$ cat config.mk
export PLATFORM = sky130hd
export DESIGN_NAME = pid_controller_integral_clamp_flat
export DESIGN_NICKNAME = d
export VERILOG_FILES = /design/src/rtl/core/pidc_pkg.sv /design/src/rtl/core/pidc_if.sv /design/src/rtl/core/pid_controller_integral_clamp.sv /design/src/rtl/core/pidc_ctrl.sv /design/src/rtl/core/pidc_dp.sv /design/src/flat_wrapper.sv
export SDC_FILE = /design/constraint.sdc
export NUM_CORES = 2
export LEC_CHECK = 0
export ABC_AREA = 1
export ABC_CLOCK_PERIOD_IN_PS = 9750
export BUFFER_PORTS_ARGS = -buffer_cell sky130_fd_sc_hd__buf_2
export CAP_MARGIN = 20
export CORE_UTILIZATION = 64
export CTS_CLUSTER_DIAMETER = 50
export DETAILED_ROUTE_END_ITERATION = 6
export PLACE_DENSITY = 0.82
export SLEW_MARGIN = 20
export SYNTH_ARGS = -nofsm -noshare
export SYNTH_HDL_FRONTEND = slang
export SYNTH_SLANG_ARGS = --single-unit
$ cat constraint.sdc
create_clock -name clk -period 9.75 [get_ports clk]
set_input_delay 1.4625 -clock clk [delete_from_list [all_inputs] [get_ports clk]]
set_output_delay 1.4625 -clock clk [all_outputs]
set_load 0.03 [all_outputs]
$ cat src/rtl/core/pidc_pkg.sv
package pidc_pkg;

  localparam int DIGIT_W   = 16;
  localparam int REG_IDX_W = 3;

  localparam logic [REG_IDX_W-1:0] REG_GAIN_P      = 3'd0;
  localparam logic [REG_IDX_W-1:0] REG_GAIN_I      = 3'd1;
  localparam logic [REG_IDX_W-1:0] REG_GAIN_D      = 3'd2;
  localparam logic [REG_IDX_W-1:0] REG_INT_FLOOR   = 3'd3;
  localparam logic [REG_IDX_W-1:0] REG_INT_CEILING = 3'd4;
  localparam logic [REG_IDX_W-1:0] REG_PERIOD      = 3'd5;
  localparam logic [REG_IDX_W-1:0] REG_TARGET      = 3'd6;

  typedef enum logic [1:0] {
    OP_P   = 2'd0,
    OP_EDT = 2'd1,
    OP_INC = 2'd2,
    OP_DM  = 2'd3
  } mul_op_t;

  typedef enum logic [10:0] {
    ST_IDLE  = 11'b000_0000_0001,
    ST_ERR   = 11'b000_0000_0010,
    ST_DIFF  = 11'b000_0000_0100,
    ST_MLOAD = 11'b000_0000_1000,
    ST_MRUN  = 11'b000_0001_0000,
    ST_MFIN  = 11'b000_0010_0000,
    ST_INTEG = 11'b000_0100_0000,
    ST_DLOAD = 11'b000_1000_0000,
    ST_DRUN  = 11'b001_0000_0000,
    ST_DFIN  = 11'b010_0000_0000,
    ST_OUT   = 11'b100_0000_0000
  } state_t;

  typedef struct packed {
    logic    load;
    logic    err;
    logic    diff;
    logic    mload;
    logic    mstep;
    logic    mfin;
    logic    integ;
    logic    dload;
    logic    dstep;
    logic    dfin;
    logic    drive;
    mul_op_t op;
  } dp_cmd_t;

  typedef struct packed {
    logic mul_last;
    logic div_last;
    logic period_zero;
    logic out_free;
  } dp_stat_t;

endpackage

$ cat src/rtl/core/pidc_if.sv
interface pidc_in_if #(
  parameter int DATA_WIDTH = 32
);
  logic                         valid;
  logic                         ready;
  logic signed [DATA_WIDTH-1:0] measurement;

  modport source (output valid, output measurement, input ready);
  modport sink   (input valid, input measurement, output ready);
endinterface

interface pidc_out_if #(
  parameter int DATA_WIDTH = 32
);
  logic                         valid;
  logic                         ready;
  logic signed [DATA_WIDTH-1:0] drive;
  logic signed [DATA_WIDTH-1:0] p_term;
  logic signed [DATA_WIDTH-1:0] i_term;
  logic signed [DATA_WIDTH-1:0] d_term;

  modport source (output valid, output drive, output p_term, output i_term, output d_term,
                  input ready);
  modport sink   (input valid, input drive, input p_term, input i_term, input d_term,
                  output ready);
endinterface

$ cat src/rtl/core/pid_controller_integral_clamp.sv
// Each beat runs error, difference, four passes of the shared 16-bit-digit
// multiplier, integration, the one-bit-per-cycle restoring divider (skipped
// when sample_period is zero) and the output step. A new beat is accepted
// only after the last result is loaded into the free output register.
// Reset: synchronous active-low rst_n clears settings, integrator, last error
// and the output valid; the block is ready in the first cycle after reset.
module pid_controller_integral_clamp #(
  parameter int DATA_WIDTH = 32,
  parameter int FRAC_BITS  = 16
) (
  input  logic                           clk,
  input  logic                           rst_n,
  pidc_in_if.sink                        in_ch,
  pidc_out_if.source                     out_ch,
  input  logic                           cfg_we,
  input  logic [pidc_pkg::REG_IDX_W-1:0] cfg_index,
  input  logic [DATA_WIDTH-1:0]          cfg_wdata
);
  import pidc_pkg::*;

  dp_cmd_t  cmd;
  dp_stat_t stat;

  pidc_ctrl u_ctrl (
    .clk      (clk),
    .rst_n    (rst_n),
    .in_valid (in_ch.valid),
    .in_ready (in_ch.ready),
    .stat     (stat),
    .cmd      (cmd)
  );

  pidc_dp #(
    .DATA_WIDTH (DATA_WIDTH),
    .FRAC_BITS  (FRAC_BITS)
  ) u_dp (
    .clk            (clk),
    .rst_n          (rst_n),
    .cmd            (cmd),
    .stat           (stat),
    .cfg_we         (cfg_we),
    .cfg_index      (cfg_index),
    .cfg_wdata      (cfg_wdata),
    .in_measurement (in_ch.measurement),
    .out_valid      (out_ch.valid),
    .out_ready      (out_ch.ready),
    .out_drive      (out_ch.drive),
    .out_p_term     (out_ch.p_term),
    .out_i_term     (out_ch.i_term),
    .out_d_term     (out_ch.d_term)
  );

endmodule

$ cat src/rtl/core/pidc_ctrl.sv
module pidc_ctrl (
  input  logic               clk,
  input  logic               rst_n,
  input  logic               in_valid,
  output logic               in_ready,
  input  pidc_pkg::dp_stat_t stat,
  output pidc_pkg::dp_cmd_t  cmd
);
  import pidc_pkg::*;

  state_t  state_r, state_nxt;
  mul_op_t op_r, op_nxt;

  always_ff @(posedge clk) begin
    if (!rst_n) begin
      state_r <= ST_IDLE;
      op_r    <= OP_P;
    end else begin
      state_r <= state_nxt;
      op_r    <= op_nxt;
    end
  end

  always_comb begin
    state_nxt = state_r;
    op_nxt    = op_r;
    cmd       = '0;
    cmd.op    = op_r;
    in_ready  = 1'b0;
    unique case (state_r)
      ST_IDLE: begin
        in_ready = 1'b1;
        if (in_valid) begin
          cmd.load  = 1'b1;
          state_nxt = ST_ERR;
        end
      end
      ST_ERR: begin
        cmd.err   = 1'b1;
        state_nxt = ST_DIFF;
      end
      ST_DIFF: begin
        cmd.diff  = 1'b1;
        op_nxt    = OP_P;
        state_nxt = ST_MLOAD;
      end
      ST_MLOAD: begin
        cmd.mload = 1'b1;
        state_nxt = ST_MRUN;
      end
      ST_MRUN: begin
        cmd.mstep = 1'b1;
        if (stat.mul_last) state_nxt = ST_MFIN;
      end
      ST_MFIN: begin
        cmd.mfin = 1'b1;
        unique case (op_r)
          OP_P:   begin op_nxt = OP_EDT; state_nxt = ST_MLOAD; end
          OP_EDT: begin op_nxt = OP_INC; state_nxt = ST_MLOAD; end
          OP_INC: begin op_nxt = OP_DM;  state_nxt = ST_MLOAD; end
          OP_DM:  begin op_nxt = OP_P;   state_nxt = ST_INTEG; end
          default: state_nxt = ST_IDLE;
        endcase
      end
      ST_INTEG: begin
        cmd.integ = 1'b1;
        state_nxt = stat.period_zero ? ST_OUT : ST_DLOAD;
      end
      ST_DLOAD: begin
        cmd.dload = 1'b1;
        state_nxt = ST_DRUN;
      end
      ST_DRUN: begin
        cmd.dstep = 1'b1;
        if (stat.div_last) state_nxt = ST_DFIN;
      end
      ST_DFIN: begin
        cmd.dfin  = 1'b1;
        state_nxt = ST_OUT;
      end
      ST_OUT: begin
        if (stat.out_free) begin
          cmd.drive = 1'b1;
          state_nxt = ST_IDLE;
        end
      end
      default: state_nxt = ST_IDLE;
    endcase
  end

endmodule

$ cat src/rtl/core/pidc_dp.sv
module pidc_dp #(
  parameter int DATA_WIDTH = 32,
  parameter int FRAC_BITS  = 16
) (
  input  logic                                 clk,
  input  logic                                 rst_n,
  input  pidc_pkg::dp_cmd_t                    cmd,
  output pidc_pkg::dp_stat_t                   stat,
  input  logic                                 cfg_we,
  input  logic [pidc_pkg::REG_IDX_W-1:0]       cfg_index,
  input  logic [DATA_WIDTH-1:0]                cfg_wdata,
  input  logic signed [DATA_WIDTH-1:0]         in_measurement,
  output logic                                 out_valid,
  input  logic                                 out_ready,
  output logic signed [DATA_WIDTH-1:0]         out_drive,
  output logic signed [DATA_WIDTH-1:0]         out_p_term,
  output logic signed [DATA_WIDTH-1:0]         out_i_term,
  output logic signed [DATA_WIDTH-1:0]         out_d_term
);
  import pidc_pkg::*;

  localparam int DW      = DATA_WIDTH;
  localparam int NS      = (DW + DIGIT_W - 1) / DIGIT_W;
  localparam int LO_W    = (NS - 1) * DIGIT_W;
  localparam int PW      = NS * DIGIT_W + DW;
  localparam int TW      = DW + DIGIT_W;
  localparam int FW      = 2 * DW + 1;
  localparam int NW      = DW + FRAC_BITS;
  localparam int MCW     = $clog2(NS + 1);
  localparam int DCW     = $clog2(NW + 1);
  localparam logic signed [DW-1:0] DMAX = {1'b0, {(DW-1){1'b1}}};
  localparam logic signed [DW-1:0] DMIN = {1'b1, {(DW-1){1'b0}}};
  localparam logic [PW-1:0] LO_MASK = (PW'(1) << LO_W) - PW'(1);
  localparam logic [FW-1:0] RND     = (FW'(1) << FRAC_BITS) - FW'(1);
  localparam logic [FW-1:0] LIM_POS = FW'(DMAX);
  localparam logic [FW-1:0] LIM_NEG = FW'(1) << (DW - 1);
  localparam logic [NW-1:0] QLIM_POS = NW'(DMAX);
  localparam logic [NW-1:0] QLIM_NEG = NW'(1) << (DW - 1);

  function automatic logic signed [DW-1:0] sat1(input logic signed [DW:0] x);
    logic signed [DW-1:0] r;
    if (x[DW] != x[DW-1]) r = x[DW] ? DMIN : DMAX;
    else r = x[DW-1:0];
    return r;
  endfunction

  function automatic logic [DW-1:0] mag(input logic signed [DW-1:0] x);
    logic [DW-1:0] r;
    r = x[DW-1] ? DW'(-x) : DW'(x);
    return r;
  endfunction

  logic signed [DW-1:0] gain_p_r, gain_i_r, gain_d_r, floor_r, ceil_r, target_r;
  logic [DW-2:0]        period_r;

  logic signed [DW-1:0] meas_r, err_r, diff_r, last_err_r, acc_r;
  logic signed [DW-1:0] p_r, edt_r, inc_r, dm_r, d_r;

  logic [DW-1:0]  ma_r;
  logic           mneg_r;
  logic [PW-1:0]  pr_r, pr_nxt;
  logic [MCW-1:0] mcnt_r;
  logic [TW-1:0]  mt;

  logic [DW-1:0]  drem_r, dr2, drem_nxt;
  logic [NW-1:0]  dq_r, dq_nxt;
  logic           dneg_r, dge;
  logic [DCW-1:0] dcnt_r;

  logic signed [DW-1:0] sa, sb, mres, dres, acc_sum, acc_new;
  logic [FW-1:0]        mrnd, msh;
  logic signed [DW+1:0] dsum;
  logic signed [DW-1:0] drive_val;

  logic                 out_valid_r;
  logic signed [DW-1:0] out_drive_r, out_p_r, out_i_r, out_d_r;

  always_ff @(posedge clk) begin
    if (!rst_n) begin
      gain_p_r <= '0;
      gain_i_r <= '0;
      gain_d_r <= '0;
      floor_r  <= '0;
      ceil_r   <= '0;
      period_r <= '0;
      target_r <= '0;
    end else if (cfg_we) begin
      unique case (cfg_index)
        REG_GAIN_P:      gain_p_r <= cfg_wdata;
        REG_GAIN_I:      gain_i_r <= cfg_wdata;
        REG_GAIN_D:      gain_d_r <= cfg_wdata;
        REG_INT_FLOOR:   floor_r  <= cfg_wdata;
        REG_INT_CEILING: ceil_r   <= cfg_wdata;
        REG_PERIOD:      period_r <= cfg_wdata[DW-2:0];
        REG_TARGET:      target_r <= cfg_wdata;
        default: ;
      endcase
    end
  end

  // operand select for the shared multiplier
  always_comb begin
    unique case (cmd.op)
      OP_P:    begin sa = gain_p_r; sb = err_r; end
      OP_EDT:  begin sa = err_r;    sb = $signed({1'b0, period_r}); end
      OP_INC:  begin sa = gain_i_r; sb = edt_r; end
      OP_DM:   begin sa = gain_d_r; sb = diff_r; end
      default: begin sa = '0;       sb = '0; end
    endcase
  end

  // one multiplier digit per cycle, product shifts right
  always_comb begin
    mt     = {{DIGIT_W{1'b0}}, pr_r[PW-1 -: DW]} + TW'(ma_r) * TW'(pr_r[DIGIT_W-1:0]);
    pr_nxt = (PW'(mt) << LO_W) | ((pr_r >> DIGIT_W) & LO_MASK);
  end

  // floor shift and saturate
  always_comb begin
    mrnd = FW'(pr_r[2*DW-1:0]) + (mneg_r ? RND : '0);
    msh  = mrnd >> FRAC_BITS;
    if (msh > (mneg_r ? LIM_NEG : LIM_POS)) mres = mneg_r ? DMIN : DMAX;
    else mres = mneg_r ? -$signed(msh[DW-1:0]) : $signed(msh[DW-1:0]);
  end

  // restoring divide, one quotient bit per cycle
  always_comb begin
    dr2      = {drem_r[DW-2:0], dq_r[NW-1]};
    dge      = dr2 >= {1'b0, period_r};
    drem_nxt = dge ? dr2 - {1'b0, period_r} : dr2;
    dq_nxt   = {dq_r[NW-2:0], dge};
    if (dq_r > (dneg_r ? QLIM_NEG : QLIM_POS)) dres = dneg_r ? DMIN : DMAX;
    else dres = dneg_r ? -$signed(dq_r[DW-1:0]) : $signed(dq_r[DW-1:0]);
  end

  always_comb begin
    acc_sum = sat1({acc_r[DW-1], acc_r} + {inc_r[DW-1], inc_r});
    if (acc_sum < floor_r) acc_new = floor_r;
    else if (acc_sum > ceil_r) acc_new = ceil_r;
    else acc_new = acc_sum;
  end

  always_comb begin
    dsum = {{2{p_r[DW-1]}}, p_r} + {{2{acc_r[DW-1]}}, acc_r} + {{2{d_r[DW-1]}}, d_r};
    if (dsum[DW+1:DW-1] == 3'b000 || dsum[DW+1:DW-1] == 3'b111) drive_val = dsum[DW-1:0];
    else drive_val = dsum[DW+1] ? DMIN : DMAX;
  end

  always_ff @(posedge clk) begin
    if (!rst_n) begin
      last_err_r  <= '0;
      acc_r       <= '0;
      out_valid_r <= 1'b0;
      mcnt_r      <= '0;
      dcnt_r      <= '0;
    end else begin
      if (cmd.load) meas_r <= in_measurement;
      if (cmd.err) err_r <= sat1({target_r[DW-1], target_r} - {meas_r[DW-1], meas_r});
      if (cmd.diff) diff_r <= sat1({err_r[DW-1], err_r} - {last_err_r[DW-1], last_err_r});
      if (cmd.mload) begin
        ma_r   <= mag(sa);
        mneg_r <= sa[DW-1] ^ sb[DW-1];
        pr_r   <= PW'(mag(sb));
        mcnt_r <= '0;
      end else if (cmd.mstep) begin
        pr_r   <= pr_nxt;
        mcnt_r <= mcnt_r + MCW'(1);
      end
      if (cmd.mfin) begin
        unique case (cmd.op)
          OP_P:    p_r   <= mres;
          OP_EDT:  edt_r <= mres;
          OP_INC:  inc_r <= mres;
          OP_DM:   dm_r  <= mres;
          default: ;
        endcase
      end
      if (cmd.integ) begin
        acc_r <= acc_new;
        if (period_r == '0) d_r <= '0;
      end
      if (cmd.dload) begin
        dneg_r <= dm_r[DW-1];
        dq_r   <= {mag(dm_r), {FRAC_BITS{1'b0}}};
        drem_r <= '0;
        dcnt_r <= '0;
      end else if (cmd.dstep) begin
        dq_r   <= dq_nxt;
        drem_r <= drem_nxt;
        dcnt_r <= dcnt_r + DCW'(1);
      end
      if (cmd.dfin) d_r <= dres;
      if (cmd.drive) begin
        out_drive_r <= drive_val;
        out_p_r     <= p_r;
        out_i_r     <= acc_r;
        out_d_r     <= d_r;
        last_err_r  <= err_r;
        out_valid_r <= 1'b1;
      end else if (out_ready) begin
        out_valid_r <= 1'b0;
      end
    end
  end

  assign stat.mul_last    = mcnt_r == MCW'(NS - 1);
  assign stat.div_last    = dcnt_r == DCW'(NW - 1);
  assign stat.period_zero = period_r == '0;
  assign stat.out_free    = !out_valid_r || out_ready;

  assign out_valid  = out_valid_r;
  assign out_drive  = out_drive_r;
  assign out_p_term = out_p_r;
  assign out_i_term = out_i_r;
  assign out_d_term = out_d_r;

endmodule

$ cat src/flat_wrapper.sv
// flat-port wrapper written by rule: the top's interface ports become plain ports
module pid_controller_integral_clamp_flat import pidc_pkg::*;
#(
  parameter int DATA_WIDTH = 32,
  parameter int FRAC_BITS  = 16
)
  (clk, rst_n, cfg_we, cfg_index, cfg_wdata, in_ch_valid, in_ch_measurement, in_ch_ready, out_ch_valid, out_ch_drive, out_ch_p_term, out_ch_i_term, out_ch_d_term, out_ch_ready);
  pidc_in_if #(.DATA_WIDTH(DATA_WIDTH)) in_ch_i ();
  pidc_out_if #(.DATA_WIDTH(DATA_WIDTH)) out_ch_i ();
  input  logic clk;
  input  logic rst_n;
  input  logic cfg_we;
  input  logic [pidc_pkg::REG_IDX_W-1:0] cfg_index;
  input  logic [DATA_WIDTH-1:0] cfg_wdata;
  input wire logic [$bits(in_ch_i.valid)-1:0] in_ch_valid;
  input wire logic [$bits(in_ch_i.measurement)-1:0] in_ch_measurement;
  output wire logic [$bits(in_ch_i.ready)-1:0] in_ch_ready;
  output wire logic [$bits(out_ch_i.valid)-1:0] out_ch_valid;
  output wire logic [$bits(out_ch_i.drive)-1:0] out_ch_drive;
  output wire logic [$bits(out_ch_i.p_term)-1:0] out_ch_p_term;
  output wire logic [$bits(out_ch_i.i_term)-1:0] out_ch_i_term;
  output wire logic [$bits(out_ch_i.d_term)-1:0] out_ch_d_term;
  input wire logic [$bits(out_ch_i.ready)-1:0] out_ch_ready;
  assign in_ch_i.valid = in_ch_valid;
  assign in_ch_i.measurement = in_ch_measurement;
  assign in_ch_ready = in_ch_i.ready;
  assign out_ch_valid = out_ch_i.valid;
  assign out_ch_drive = out_ch_i.drive;
  assign out_ch_p_term = out_ch_i.p_term;
  assign out_ch_i_term = out_ch_i.i_term;
  assign out_ch_d_term = out_ch_i.d_term;
  assign out_ch_i.ready = out_ch_ready;
  pid_controller_integral_clamp #(.DATA_WIDTH(DATA_WIDTH), .FRAC_BITS(FRAC_BITS)) u_core (.clk(clk), .rst_n(rst_n), .in_ch(in_ch_i), .out_ch(out_ch_i), .cfg_we(cfg_we), .cfg_index(cfg_index), .cfg_wdata(cfg_wdata));
endmodule
### Yosys cells after proc, flatten, opt, wreduce, memory -nomap -nowiden

Index checks and enable logic that the tools add are counted.

| operators by class | value |
|---|---|
| add/subtract/negate cells | 15 |
| $mul | 1 |
| order comparisons | 5 |
| equality and inequality tests | 30 |
| mux-type cells | 58 |
| bitwise logic cells | 3 |
| reductions and logical operators | 37 |

Operators with widths:

| kind | count |
|---|---|
| 32-bit two-way mux | 24 |
| 32-bit case mux with 4 select lines | 2 |
| 32-bit negation | 5 |
| 11-bit case mux with 11 select lines | 1 |
| 48-bit two-way mux | 2 |
| 31-bit two-way mux | 3 |
| 32-bit by 32-bit adder with 33-bit output | 2 |
| 32-bit by 32-bit subtractor with 33-bit output | 2 |
| 64-bit by 16-bit adder with 65-bit output | 1 |
| 64-bit two-way mux | 1 |
| 64-bit by 16-bit OR with 64-bit output | 1 |
| 11-bit two-way mux | 5 |
| 49-bit by 32-bit > comparator with 1-bit output | 1 |
| 32-bit by 48-bit adder with 48-bit output | 1 |
| 48-bit by 32-bit > comparator with 1-bit output | 1 |
| 32-bit by 16-bit multiplier with 48-bit output | 1 |
| 33-bit by 32-bit adder with 34-bit output | 1 |
| 32-bit by 31-bit >= comparator with 1-bit output | 1 |
| 32-bit > comparator | 1 |
| 32-bit less-than comparator | 1 |
| 31-bit zero test | 1 |
| 31-bit subtractor | 1 |
| 2-bit AND reduction | 15 |
| 11-bit case mux with 2 select lines | 1 |
| other kinds (37) | 74 |

| storage, ports and cells | value |
|---|---|
| bits in registers | 870 |
| input bits | 72 |
| output and inout port bits | 130 |
| word-level logic and storage cells | 184 |

### Depth between registers and ports, before layout

| logic depth | value |
|---|---|
| depth in word-level cells | 6 |
| gate-level depth with buffers | 36 |
| gate-level depth less buffers | 33 |

### By module

A second synthesis with hierarchy kept.

| unflattened totals | value |
|---|---|
| cells, all modules | 8435 |
| area, all modules | 68660.9 um^2 |

By module, submodules not included:

| module | times used | cells an instance | area each (um^2) | seq. area each (um^2) |
|---|---|---|---|---|
| pidc_dp | 1 | 8306 | 67713.7 | 22771.8 |
| pidc_ctrl | 1 | 129 | 947.2 | 260.2 |

### Worst setup path after synthesis

Ideal clock, no wire load.

| path | value |
|---|---|
| kind | input -> register |
| from | input rst_n |
| to | register u_core.u_dp.out_d_r[0], in the netlist u_core.u_dp.out_d_term[0], enable pin |
| library setup time | 0.616 ns |
| arrival time | 7.480 ns |
| required time | 9.134 ns |
| slack | 1.654 ns |
| cell stages on the path | 5 |
| path buffers | 3 |
| cell sequence | clkbuf_1 > inv_1 > clkbuf_1 > buf_1 > nor2_1 |

| on the way | value |
|---|---|
| longest elaborated chain between the ends | 1 |

Ends and longest elaborated chain:

| element | RTL line | RTL |
|---|---|---|
| from (decl) | flat_wrapper.sv:11 | `input logic rst_n;` |
| 2-bit AND reduction (no line) | - |  |
| to (signal assigned) | pidc_dp.sv:197 | `out_d_r <= d_r;` |
| to (decl) | pidc_dp.sv:76 | `logic signed [DW-1:0] out_drive_r, out_p_r, out_i_r, out_d_r;` |

Every way passes these cells.
A chain may end at the register's enable or synchronous reset.

### Worst setup path in the final report

| path | value |
|---|---|
| from | register u_core.u_dp.pr_r[8] |
| to | register u_core.u_dp.pr_r[59], data pin |

| on the way | value |
|---|---|
| longest elaborated chain between the ends | 4 |

Ends and longest elaborated chain:

| element | RTL line | RTL |
|---|---|---|
| from (decl) | pidc_dp.sv:61 | `logic [PW-1:0] pr_r, pr_nxt;` |
| from (signal assigned) | pidc_dp.sv:163 | `pr_r <= PW'(mag(sb));` |
| from (signal assigned) | pidc_dp.sv:166 | `pr_r <= pr_nxt;` |
| 32-bit by 16-bit multiplier with 48-bit output | pidc_dp.sv:114 | `mt = {{DIGIT_W{1'b0}}, pr_r[PW-1 -: DW]} + TW'(ma_r) * TW'(pr_r[DIGIT_W-1:0]);` |
| 32-bit by 48-bit adder with 48-bit output | pidc_dp.sv:114 |  |
| 64-bit by 16-bit OR with 64-bit output | pidc_dp.sv:115 | `pr_nxt = (PW'(mt) << LO_W) \| ((pr_r >> DIGIT_W) & LO_MASK);` |
| 64-bit two-way mux | pidc_dp.sv:165 | `end else if (cmd.mstep) begin` |

Every way passes these cells. The select of a mux whose other input is x is not followed.

==> results.txt <==
Capturing point of the worst reg2reg path: u_core.u_dp.pr_r[59]
GR Overflow Total: 0
Main combinational cell family by area after synthesis: adder cells
WP data arrival: 7.77 ns
Drt first pass iters: 7
Post-CTS Resized: 0
Ys async rst share: 0
Sum Neg Setup Slack: 0 ns
Worst setup EP type: flip-flop
Max-cap violations: 0
Psw: 0.00240 W
Max clock buf depth: 3
Static Leak: 34.4 nW
Initial Util: 0.648
Power Density: 121 nW/µm²
VDD IR max: 0.174 mV
Die Y: 329 µm
Non-Filler Instances: 9,980
Post-CTS Setup Bufs: 0
Largest net degree at the start of global routing: 122
Routed Antenna Nets: 0
Routability cong.: 1.03
Ys flop type: edfxtp_1
Site Rows: 119
Synth Area in Adders: 0.222
Status: complete, but fails checks
I/O pin cnt: 202
Post-Syn Area: 68,500 µm²
Cell taking the most area after synthesis: edfxtp_1
Fmax achieved: 138 MHz
Count leader, synth: nand2_1
Fin nets: 9,495
Vias in the first global route: 56.7k
RSZ-0062 raised after global routing: false
Combinational share of power: 0.112
Yosys warns: 0
Slew Limit Fails: 0
Power Total: 0.00895 W
Relative slew slack: 0.289
Post-Place Cells: 9,784
Syn_nets: 9,441
Final period utilization: 0.743
XOR/XNOR Fraction of Synth Area: 0.0369
Max FFs per register: 64
Final Setup Violations: 0
Hold Path Stages: 2
Synth Area in Simple Gates: 0.178
Failing checks: DRC
Synth cell count leaders: nand2_1, inv_1, nor2_1
Hold Crit Start: u_core.u_dp.last_err_r[0]
Synth area leaders: edfxtp_1, fa_1, nand2_1
Worst Hold Path EP: u_core.u_dp.last_err_r[0]
CP startpoint kind: flip-flop
Layout area overhead: 8.28%
CP Class: reg2reg
Hold Worst Slack: 0.454 ns
H-tree depth: 3
Initial DRC count: 7,175
Total CTS buffers: 101
Antenna violations before repair: 7
Worst-path maximum fanout: 23
Die area: 108,000 µm²
Largest Register: u_core.u_dp.pr_r
Root Buffer Master: clkbuf_16
CTS tree: built
Seq pwr share: 0.456
Pint: 0.00656 W
Sequential fraction of the synthesis area: 0.336
FF-to-FF path depth: 24
Mux share of post-synthesis cell area: 0
Setup crit start: u_core.u_dp.pr_r[8]
Worst Slack Setup Final: 2.51 ns
Worst-skew pair later-pin latency: 0.71 ns
Top Registers: u_core.u_dp.pr_r (64), u_core.u_dp.dq_r (48)
Area of the core: 106,000 µm²
Synth top area share: 0.246
Clk slew on worst S/H paths: 0.06 ns
Die width: 329 µm
Syn avg cell area: 8.11 µm²
Worst slew pin tran: 1.07 ns
Required time worst endpoint: 10.28 ns
Skew final: 0.0340 ns
Post-synthesis compound-gate area fraction: 0.125
Share of cells above drive strength 1: 0.0679
Routed vias: 59.7k
Register bit total from synthesis: 870
Number of synthesized flops with an enable pin: 561
CTS Sinks: 870
Clock share of power: 0.432
Hold crit path type: reg2reg
Post-DP HPWL: 165,000 µm
FF-to-FF setup slack: 2.51 ns
CTS Hold Buffers Added: 0
Dpl ws: 2.20 ns
Total track usage: 0.398
# port buffers: 201
Routed WL: 217,000 µm
# DRC: 10
First-pass GRT wire length: 328,000 µm
Sw Share: 0.268
Post-layout minimum cycle time: 7.24 ns
Gate Count Post-Synth: 8,445
Wire length per cell: 21.7 µm
Final hold violations: 0
R2R Path Start: u_core.u_dp.pr_r[8]
Netlist cell types: 77
Vias per cell: 5.98
layout by cell type (no fill, tap or decap), types with 22 or more instances in the layout:
| cell | instances |
|---|---|
| o21ai_0 | 651 |
| fa_1 | 487 |
| inv_1 | 1480 |
| edfxtp_1 | 561 |
| o21ai_1 | 46 |
| nor2_1 | 671 |
| dfxtp_1 | 309 |
| nand4_1 | 63 |
| xnor2_1 | 97 |
| ha_1 | 435 |
| o22ai_1 | 52 |
| o21a_1 | 32 |
| a21oi_1 | 592 |
| buf_2 | 200 |
| nor4_1 | 31 |
| nor3_1 | 99 |
| a31oi_1 | 39 |
| clkbuf_16 | 105 |
| xor2_1 | 188 |
| nand3_1 | 238 |
| buf_4 | 74 |
| nand2_1 | 1744 |
| o21bai_1 | 22 |
routing by layer:
| metal | routed length [µm] | GRT usage | vias to the layer above |
|---|---|---|---|
| met5 | 32 | 0 | - |
| met4 | 10000 | 0.163 | 6 |
| met3 | 26500 | 0.0900 | 544 |
| met2 | 94600 | 0.600 | 3370 |
| met1 | 85800 | 0.555 | 28500 |
| li1 | - | - | 27300 |
layout make-up:
class | count | area (µm²)
timing repair buffer | 283 | 1730
inverter | 1505 | 5650
tap | 1391 | 1740
clock buffer | 132 | 2870
antenna | 2 | 5.00
fill | 8441 | 31500
multi-input combinational | 5738 | 38600
clock inverter | 59 | 581
sequential | 870 | 23000
cells by family after synthesis:
| logic type | Yosys count |
|---|---|
| AOI/OAI and AO/OA | 1567 |
| xor gates and xnor gates | 287 |
| and+or+nand+nor | 2960 |
| DFF | 870 |
| adders and majority gates | 924 |
| buffers and inverters | 1837 |
per-stage QoR:
step / util / cell area (µm²)
finish: 0.702 / 74200
global placement: 0.668 / 70600
CTS: 0.701 / 74100
global route: 0.702 / 74200
detailed placement: 0.668 / 70700
floorplan: - / 68500
worst max-delay path, stage by stage (launching register included):
cell and delay [ns]:
edfxtp_1 0.99, buf_4 0.36, nand2_1 0.10, fa_1 0.54, inv_1 0.05, fa_1 0.49
inv_1 0.05, fa_1 0.48, inv_1 0.07, fa_1 0.52, fa_1 0.55, inv_1 0.06
fa_1 0.54, inv_1 0.04, ha_1 0.34, nand2_1 0.07, o21ai_1 0.27, a21boi_1 0.16
o21ai_1 0.34, a21oi_1 0.17, o21ai_0 0.45, nand2_1 0.10, nand2_1 0.09, o21ai_0 0.07
a21oi_1 0.16
how the worst max path moves through the flow:
stage / cells past startpoint / to / slack, ns
2_1_floorplan: 5 / u_core.u_dp.out_d_term[0] / 1.65
3_3_place_gp: 30 / u_core.u_dp.acc_r[2] / 2.32
3_5_place_dp: 30 / u_core.u_dp.acc_r[1] / 2.20
4_1_cts: 30 / u_core.u_dp.acc_r[1] / 2.09
5_1_grt: 25 / u_core.u_dp.pr_r[62] / 2.11
6_report: 24 / u_core.u_dp.pr_r[59] / 2.51
power by group through the flow:
stage                     clock [W]  combinational (W)  sequential (W)
after detailed placement          0           0.000972         0.00416
after global routing        0.00403            0.00110         0.00409
after floorplan                   0           0.000654         0.00417
final                       0.00387            0.00100         0.00408
after CTS                   0.00389           0.000979         0.00408
after global placement            0           0.000953         0.00416
Power figures use the tool's default switching activity.
